--- src/tcf_pkg.sv ---
// shared constants, codes and types of the tilt complementary filter
`default_nettype none
package tcf_pkg;

  localparam int ANGLE_FRAC_BITS = 16;
  localparam int CORDIC_STEPS    = 20;
  localparam int TIME_BITS       = 48;

  localparam int IN_W        = 16;
  localparam int OUT_W       = 25;
  localparam int DT_W        = 48;
  localparam int WEIGHT_W    = 17;
  localparam int COUNTS_W    = 16;
  localparam int FIRST_W     = 20;
  localparam int CFG_W       = 20;
  localparam int CFG_IDX_W   = 2;
  localparam int SQRT_STEPS  = 32;
  localparam int INC_CAP_LOG = 20;
  localparam int CORDIC_W    = 36;
  localparam int TURN_W      = 34;
  localparam int DIVISOR_W   = 36;

  localparam logic [CFG_IDX_W-1:0] CFG_BLEND_WEIGHT  = 2'd0;
  localparam logic [CFG_IDX_W-1:0] CFG_COUNTS_PER_DPS = 2'd1;
  localparam logic [CFG_IDX_W-1:0] CFG_FIRST_INTERVAL = 2'd2;

  localparam logic [WEIGHT_W-1:0] WEIGHT_RESET = 17'd64225;
  localparam logic [WEIGHT_W-1:0] WEIGHT_ONE   = 17'd65536;
  localparam logic [COUNTS_W-1:0] COUNTS_RESET = 16'd131;
  localparam logic [FIRST_W-1:0]  FIRST_RESET  = 20'd20000;
  localparam logic [FIRST_W-1:0]  US_PER_S     = 20'd1000000;
  localparam logic [63:0]         DT_CAP       = 64'h0000_FFFF_FFFF_FFFF;

  // atan(2^-i) in units of 2^-32 revolution
  localparam logic [29:0] TURN_TABLE [32] = '{
    30'd536870912, 30'd316933406, 30'd167458907, 30'd85004756, 30'd42667331,
    30'd21354465, 30'd10679838, 30'd5340245, 30'd2670163, 30'd1335087,
    30'd667544, 30'd333772, 30'd166886, 30'd83443, 30'd41722, 30'd20861,
    30'd10430, 30'd5215, 30'd2608, 30'd1304, 30'd652, 30'd326, 30'd163,
    30'd81, 30'd41, 30'd20, 30'd10, 30'd5, 30'd3, 30'd1, 30'd1, 30'd0
  };

  typedef enum logic [3:0] {
    OP_NONE       = 4'd0,
    OP_LOAD       = 4'd1,
    OP_CORDIC     = 4'd2,
    OP_ROLL_DEG   = 4'd3,
    OP_SQRT       = 4'd4,
    OP_PITCH_LOAD = 4'd5,
    OP_PITCH_DEG  = 4'd6,
    OP_MUL_HI     = 4'd7,
    OP_DIV_INIT   = 4'd8,
    OP_DIV        = 4'd9,
    OP_BLEND_A    = 4'd10,
    OP_BLEND_B    = 4'd11,
    OP_FINISH     = 4'd12
  } dp_op_e;

  typedef struct packed {
    dp_op_e op;
  } dp_cmd_t;

  typedef struct packed {
    logic last;
    logic out_busy;
  } dp_status_t;

endpackage
`default_nettype wire

--- src/tcf_ctrl.sv ---
// sequencer that steps the datapath through one sample
`default_nettype none
module tcf_ctrl (
  input  wire logic                clk_i,
  input  wire logic                rst_ni,
  input  wire logic                in_valid_i,
  output logic                     in_ready_o,
  output tcf_pkg::dp_cmd_t         cmd_o,
  input  wire tcf_pkg::dp_status_t st_i
);

  typedef enum logic [12:0] {
    ST_IDLE       = 13'b0000000000001,
    ST_ROLL       = 13'b0000000000010,
    ST_ROLL_DEG   = 13'b0000000000100,
    ST_SQRT       = 13'b0000000001000,
    ST_PITCH_LOAD = 13'b0000000010000,
    ST_PITCH      = 13'b0000000100000,
    ST_PITCH_DEG  = 13'b0000001000000,
    ST_MUL_HI     = 13'b0000010000000,
    ST_DIV_INIT   = 13'b0000100000000,
    ST_DIV        = 13'b0001000000000,
    ST_BLEND_A    = 13'b0010000000000,
    ST_BLEND_B    = 13'b0100000000000,
    ST_FINISH     = 13'b1000000000000
  } state_e;

  state_e state_q, state_d;

  assign in_ready_o = (state_q == ST_IDLE);

  always_comb begin
    state_d = state_q;
    cmd_o.op = tcf_pkg::OP_NONE;
    case (state_q)
      ST_IDLE: begin
        if (in_valid_i) begin
          cmd_o.op = tcf_pkg::OP_LOAD;
          state_d = ST_ROLL;
        end
      end
      ST_ROLL: begin
        cmd_o.op = tcf_pkg::OP_CORDIC;
        if (st_i.last) state_d = ST_ROLL_DEG;
      end
      ST_ROLL_DEG: begin
        cmd_o.op = tcf_pkg::OP_ROLL_DEG;
        state_d = ST_SQRT;
      end
      ST_SQRT: begin
        cmd_o.op = tcf_pkg::OP_SQRT;
        if (st_i.last) state_d = ST_PITCH_LOAD;
      end
      ST_PITCH_LOAD: begin
        cmd_o.op = tcf_pkg::OP_PITCH_LOAD;
        state_d = ST_PITCH;
      end
      ST_PITCH: begin
        cmd_o.op = tcf_pkg::OP_CORDIC;
        if (st_i.last) state_d = ST_PITCH_DEG;
      end
      ST_PITCH_DEG: begin
        cmd_o.op = tcf_pkg::OP_PITCH_DEG;
        state_d = ST_MUL_HI;
      end
      ST_MUL_HI: begin
        cmd_o.op = tcf_pkg::OP_MUL_HI;
        state_d = ST_DIV_INIT;
      end
      ST_DIV_INIT: begin
        cmd_o.op = tcf_pkg::OP_DIV_INIT;
        state_d = ST_DIV;
      end
      ST_DIV: begin
        cmd_o.op = tcf_pkg::OP_DIV;
        if (st_i.last) state_d = ST_BLEND_A;
      end
      ST_BLEND_A: begin
        cmd_o.op = tcf_pkg::OP_BLEND_A;
        state_d = ST_BLEND_B;
      end
      ST_BLEND_B: begin
        cmd_o.op = tcf_pkg::OP_BLEND_B;
        state_d = ST_FINISH;
      end
      ST_FINISH: begin
        // the filter state doubles as the output word, so wait for the slot
        if (!st_i.out_busy) begin
          cmd_o.op = tcf_pkg::OP_FINISH;
          state_d = ST_IDLE;
        end
      end
      default: state_d = ST_IDLE;
    endcase
  end

  always_ff @(posedge clk_i or negedge rst_ni) begin
    if (!rst_ni) begin
      state_q <= ST_IDLE;
    end else begin
      state_q <= state_d;
    end
  end

`ifndef ASSERT_OFF
  a_accept_starts: assert property (@(posedge clk_i) disable iff (!rst_ni)
    (in_valid_i && in_ready_o) |=> (state_q == ST_ROLL))
    else $error("accepted word did not start the roll rotation");
  a_finish_waits: assert property (@(posedge clk_i) disable iff (!rst_ni)
    (state_q == ST_FINISH && st_i.out_busy) |=> (state_q == ST_FINISH))
    else $error("left finish while output word was still pending");
  a_finish_free: assert property (@(posedge clk_i) disable iff (!rst_ni)
    (cmd_o.op == tcf_pkg::OP_FINISH) |-> !st_i.out_busy)
    else $error("state update while output word pending");
  a_no_accept_busy: assert property (@(posedge clk_i) disable iff (!rst_ni)
    (state_q != ST_IDLE) |-> (cmd_o.op != tcf_pkg::OP_LOAD))
    else $error("load issued outside idle");
`endif

endmodule
`default_nettype wire
--- config.mk ---
export PLATFORM = sky130hd
export DESIGN_NAME = tcf_ctrl
export DESIGN_NICKNAME = d
export VERILOG_FILES = /design/src/tcf_pkg.sv /design/src/tcf_ctrl.sv
export SDC_FILE = /design/constraint.sdc
export NUM_CORES = 1
export LEC_CHECK = 0
export ABC_CLOCK_PERIOD_IN_PS = 2000
export BUFFER_PORTS_ARGS = -buffer_cell sky130_fd_sc_hd__clkbuf_2
export CORE_MARGIN = 5
export CORE_UTILIZATION = 51
export DETAILED_ROUTE_END_ITERATION = 10
export PLACE_DENSITY = 0.73
export SETUP_SLACK_MARGIN = 0.05
export SLEW_MARGIN = 20
export SYNTH_ARGS = -nofsm -noshare
export SYNTH_HDL_FRONTEND = slang
export SYNTH_SLANG_ARGS = --single-unit
--- constraint.sdc ---
create_clock -name clk_i -period 2 [get_ports clk_i]
set_input_delay 0.1 -clock clk_i [delete_from_list [all_inputs] [get_ports clk_i]]
set_output_delay 0.1 -clock clk_i [all_outputs]
set_load 0.01 [all_outputs]
Word level (Yosys, flattened, before mapping):

Index checks and enable logic that the tools add are counted.

* bits of input ports: 5
* output and inout bits: 5
* register bits after elaboration: 13

* multiplexer cells: 10
* equal/unequal tests: 19
* reductions and logical operators: 2

Operators by type and width (count)
* case mux 13 bit (13 select lines): 1
* two-way mux 13 bit: 6
* case mux 4 bit (12 select lines): 1
* equality test 13 x 1 -> 1 bit (second input constant): 1
* equality test 13 x 10 -> 1 bit (second input constant): 1
* equality test 13 x 11 -> 1 bit (second input constant): 1
* equality test 13 x 12 -> 1 bit (second input constant): 1
* equality test 13 bit (second input constant): 1
* equality test 13 x 2 -> 1 bit (second input constant): 1
* equality test 13 x 3 -> 1 bit (second input constant): 1
* equality test 13 x 4 -> 1 bit (second input constant): 1
* equality test 13 x 5 -> 1 bit (second input constant): 1
* equality test 13 x 6 -> 1 bit (second input constant): 1
* equality test 13 x 7 -> 1 bit (second input constant): 1
* equality test 13 x 8 -> 1 bit (second input constant): 1
* equality test 13 x 9 -> 1 bit (second input constant): 1
* inequality test 2 bit (second input constant): 6
* AND reduction 6 bit: 1
* two-way mux 4 bit: 1
* OR reduction 2 bit: 1
* two-way mux 1 bit: 1

Depth between registers and ports, before layout:

* word-level depth: 3
* mapped depth: 6

Worst setup path before layout:

Ideal clock, no wire load.

* kind: reg-to-reg
* start: register state_q[5]
* end: register state_q[1]
* data required time: 1.875 ns
* path buffers: 1
* setup slack: -0.087 ns
* arrival: 1.962 ns
* setup time: 0.125 ns
* cell stages (with the launch flop): 6
* cell sequence: dfrtp_1 -> buf_6 -> or4_4 -> or4_4 -> o211a_4 -> mux2_4

* word-level cells in the longest chain between the ends: 3
* elaborated cells between the ends (all ways): 21
* classes of those cells: 19 x eq/ne; 1 x mux; 1 x reduce/logical

RTL lines
* start: declaration: line tcf_ctrl.sv:28 `state_e state_q, state_d;`
* start signal: assignment: line tcf_ctrl.sv:101 `state_q <= state_d;`
* equality test 13 x 2 -> 1 bit (tied with other cells): line tcf_ctrl.sv:35 `case (state_q)`
* inequality test 2 bit (no line)
* AND reduction 6 bit (no line)

Parallel ways exist; a longest one is shown, timed or not.
A chain may end at the register's enable or synchronous reset.

==> flow_summary.json <==
{
  "cp-end-kind": "primary output",
  "post_synthesis_cells": 111,
  "netSwitchingPower_mw": 0.5612,
  "hold_violations": 0,
  "power.share.clock_pct": 12.0,
  "critical_path_depth": 8,
  "post-route-drc-count": 0,
  "ioPinCount": 10,
  "netlist.area_leader.share_pct": 30.57,
  "slowest_stage": "sky130_fd_sc_hd__or4_4",
  "layout_common_cells": "39 x sky130_fd_sc_hd__buf_4, 11 x sky130_fd_sc_hd__dfrtp_1, 9 x sky130_fd_sc_hd__nor2_1",
  "groute.usage.overall_pct": 23.66,
  "fin_nets": 160,
  "drv.max_cap_violation_count": 0,
  "die_area_um2": 2904,
  "synth.avg_cell_area_um2": 8.849,
  "path_delay_family": "simple AND/OR/NAND/NOR gates",
  "critPathRequiredTime_ns": 1.90,
  "design.core.area_um2": 1783,
  "clock_skew_ns": 0.002097,
  "syn-cell-area_um2": 982.2,
  "p_seq_share_pct": 23.4,
  "clock_tree.buffer_depth": 2,
  "ant_cells": 0,
  "leakagePower_nw": 0.6784,
  "synth-warning-count": 0,
  "level_count_of_the_clock_h_tree": 1,
  "viasPerCell": 5.978,
  "clk_latency_ns": 0.28,
  "start_kind": "register",
  "postLayoutSetupSlackWorst_ns": -0.2407,
  "final.period_utilization_pct": 112.0,
  "drive_above_1_share_pct": 48.70,
  "timing.reg2reg.worst_path_depth": 5,
  "chipWidth_um": 53.89,
  "critical_path.n_buffers_inverters": 4,
  "worstReg2RegStart": "state_q[7]$_DFFE_PN0P_",
  "maxSlewHeadroom_pct": 77.24,
  "clk_transition_reported_paths_ns": 0.09,
  "cts_made_buffers": 3,
  "gp_congestion": 0.9385,
  "worst-r2r-setup-slack_ns": -0.22,
  "count_of_cell_types_in_the_netlist": 39,
  "failed_checks": "negative setup slack",
  "ys_seq_elements": 13,
  "synth_top_cell_by_area": "sky130_fd_sc_hd__dfrtp_1",
  "global_route.overflow_total": 0,
  "placementRows": 15,
  "timing.final.max_slew_violations": 0,
  "hold_path_class": "in -> async",
  "pwr_density_cell_nw_per_um2": 978.7,
  "die-height_um": 53.89,
  "drt-wirelength-per-cell_um": 17.28,
  "cts_root_buf": "sky130_fd_sc_hd__clkbuf_4",
  "numClockSinks": 13,
  "p_int_mw": 0.8421,
  "synth_top_cells_by_area": "sky130_fd_sc_hd__dfrtp_1 31%, sky130_fd_sc_hd__o21ai_0 4.1%, sky130_fd_sc_hd__nor2_1 3.8%",
  "worst_ir_drop_vdd_uv": 581.8,
  "dr.pass1.iters": 6,
  "syn_to_layout_area_delta_pct": 45.99,
  "first_iter_violations": 92,
  "floorplan.initialDensity_pct": 55.09,
  "ant_nets": 0,
  "grt_antenna_before_repair": 0,
  "p_comb_share_pct": 64.6,
  "numPortBuffers": 9,
  "final_hold_slack_ns": 0.2429,
  "critical_path.cell_chain": "or4_4 > buf_4 > buf_4 > nor2_2 > buf_4 > o21ai_1 > o211ai_1 > buf_2",
  "registers_with_the_most_flip_flops": "state_q: 13 flops",
  "drt_wl_total_um": 3094,
  "period_needed_ns": 2.241,
  "report.final.setup_viol": 13,
  "dp.final_hpwl_um": 2058,
  "num_vias": 1070,
  "largest_register_ff_count": 13,
  "grt_pass1_vias": 1018,
  "worstSetupPathType": "reg -> out",
  "rsz0062_at_grt": "yes",
  "crit_arrival_ns": 2.14,
  "regMostFlops": "state_q",
  "status": "finished, violations left",
  "r2r-end": "state_q[1]$_DFFE_PN0P_",
  "tritoncts": "done",
  "max_freq_mhz": 446.3,
  "synth.yosys.seq_area_share_pct": 33.25,
  "syn-num-nets": 116,
  "grt_pass1_wl_um": 4864,
  "power.share.switching_pct": 39.99,
  "post-route-util_pct": 80.42,
  "worstMarginPinSlew_ns": 0.3414,
  "pin_count_of_the_biggest_net_entering_global_routing": 14,
  "layout.cells.most_common": "sky130_fd_sc_hd__buf_4",
  "path_max_fanout": 2,
  "timing.critical_path.mode_cell": "sky130_fd_sc_hd__buf_4",
  "worst_path_largest_cell_delay_ns": 0.55
}
-- stage by stage --
stage	area, um2	power, mW	worst slack, ns	std cells	TNS [ns]
after detailed placement	1212	1.074	-0.1406	164	-0.5139
final	1434	1.403	-0.2407	179	-1.252
after global placement	1212	1.068	-0.09844	164	-0.3267
after CTS	1370	1.313	-0.1657	176	-0.7263
after global routing	1434	1.477	-0.3290	179	-2.336
after floorplan	982.2	0.7729	-0.08713	111	-0.1045
-- power by group through the flow --
stage	registers [mW]	clock network (mW)	logic, mW
floorplan	0.327	0	0.446
global placement	0.334	0	0.734
detailed placement	0.334	0	0.740
CTS	0.329	0.173	0.810
global route	0.332	0.190	0.955
finish	0.329	0.169	0.906
-- cells in the mapped netlist --
cell type	count
sky130_fd_sc_hd__dfrtp_1	12
sky130_fd_sc_hd__nor2_1	10
sky130_fd_sc_hd__o21ai_0	8
sky130_fd_sc_hd__buf_2	6
sky130_fd_sc_hd__nor3_1	6
sky130_fd_sc_hd__nand3_1	5
sky130_fd_sc_hd__nor4_1	5
sky130_fd_sc_hd__nand2_1	4
sky130_fd_sc_hd__or3_1	4
sky130_fd_sc_hd__xnor2_1	4
sky130_fd_sc_hd__xor2_1	4
sky130_fd_sc_hd__buf_6	3
sky130_fd_sc_hd__inv_1	3
sky130_fd_sc_hd__nand2b_1	3
sky130_fd_sc_hd__o211ai_1	3
sky130_fd_sc_hd__a21oi_1	2
sky130_fd_sc_hd__and3_1	2
sky130_fd_sc_hd__clkbuf_1	2
sky130_fd_sc_hd__mux2i_1	2
sky130_fd_sc_hd__nand4b_1	2
sky130_fd_sc_hd__or4_1	2
sky130_fd_sc_hd__or4_4	2
sky130_fd_sc_hd__a211o_1	1
sky130_fd_sc_hd__a21bo_2	1
sky130_fd_sc_hd__a32oi_1	1
sky130_fd_sc_hd__and4_2	1
sky130_fd_sc_hd__and4b_1	1
sky130_fd_sc_hd__dfstp_2	1
sky130_fd_sc_hd__mux2_4	1
sky130_fd_sc_hd__nand3b_1	1
sky130_fd_sc_hd__nand4_1	1
sky130_fd_sc_hd__nor3b_1	1
sky130_fd_sc_hd__nor4_2	1
sky130_fd_sc_hd__nor4b_1	1
sky130_fd_sc_hd__o2111a_1	1
sky130_fd_sc_hd__o2111ai_1	1
sky130_fd_sc_hd__o211a_4	1
sky130_fd_sc_hd__o32ai_1	1
sky130_fd_sc_hd__o41ai_1	1
-- what timing repair did --
action,CTS,global route
setup endpoints to repair,12,16
pin swaps,6,3
hold buffers,1,0
resized for setup,15,11
endpoints found under the hold margin,13,0
buffers inserted,7,3
-- layout make-up --
| cell class | instances | area [um2] |
|---|---|---|
| clock inverter | 1 | 5.005 |
| timing repair buffer | 50 | 365.4 |
| clock buffer | 3 | 22.52 |
| tap | 25 | 31.28 |
| multi-input combinational | 84 | 670.6 |
| inverter | 3 | 11.26 |
| sequential | 13 | 327.8 |
| fill | 108 | 349.1 |
-- worst max path at each step --
stage | endpoint | slack [ns] | start
finish | cmd_o[1] | -0.24 | state_q[9]$_DFFE_PN0P_
global route | cmd_o[0] | -0.33 | state_q[7]$_DFFE_PN0P_
CTS | cmd_o[1] | -0.17 | state_q[6]$_DFFE_PN0P_
detailed placement | state_q[1]$_DFFE_PN0P_ | -0.14 | state_q[9]$_DFFE_PN0P_
global placement | state_q[1]$_DFFE_PN0P_ | -0.1 | state_q[9]$_DFFE_PN0P_
floorplan | state_q[1]$_DFFE_PN0P_ | -0.09 | state_q[5]$_DFFE_PN0P_
-- routing by layer --
| metal | global-route usage, % | up-vias | wire (um) |
|---|---|---|---|
| met4 | 12.77 | 0 | 95 |
| met2 | 36.90 | 52 | 1458 |
| met1 | 30.73 | 505 | 1284 |
| met5 | 0 | - | 0 |
| met3 | 4.155 | 12 | 255 |
| li1 | - | 501 | - |
-- cell families after synthesis --
| logic type | synth area share, % |
|---|---|
| AOI/OAI and AO/OA | 15.80 |
| xor gates and xnor gates | 7.133 |
| buffers and inverters | 8.408 |
| DFF | 33.25 |
| muxes | 3.567 |
| and+or+nand+nor | 31.85 |
-- worst register-to-register path, stage by stage, from the launching register on --
cell,delay (ns)
sky130_fd_sc_hd__dfrtp_1,0.46
sky130_fd_sc_hd__or4_4,0.54
sky130_fd_sc_hd__nor3_1,0.31
sky130_fd_sc_hd__a32oi_1,0.20
sky130_fd_sc_hd__o211a_4,0.30
sky130_fd_sc_hd__mux2_4,0.29
No activity file was read; power rests on OpenSTA's default activity.
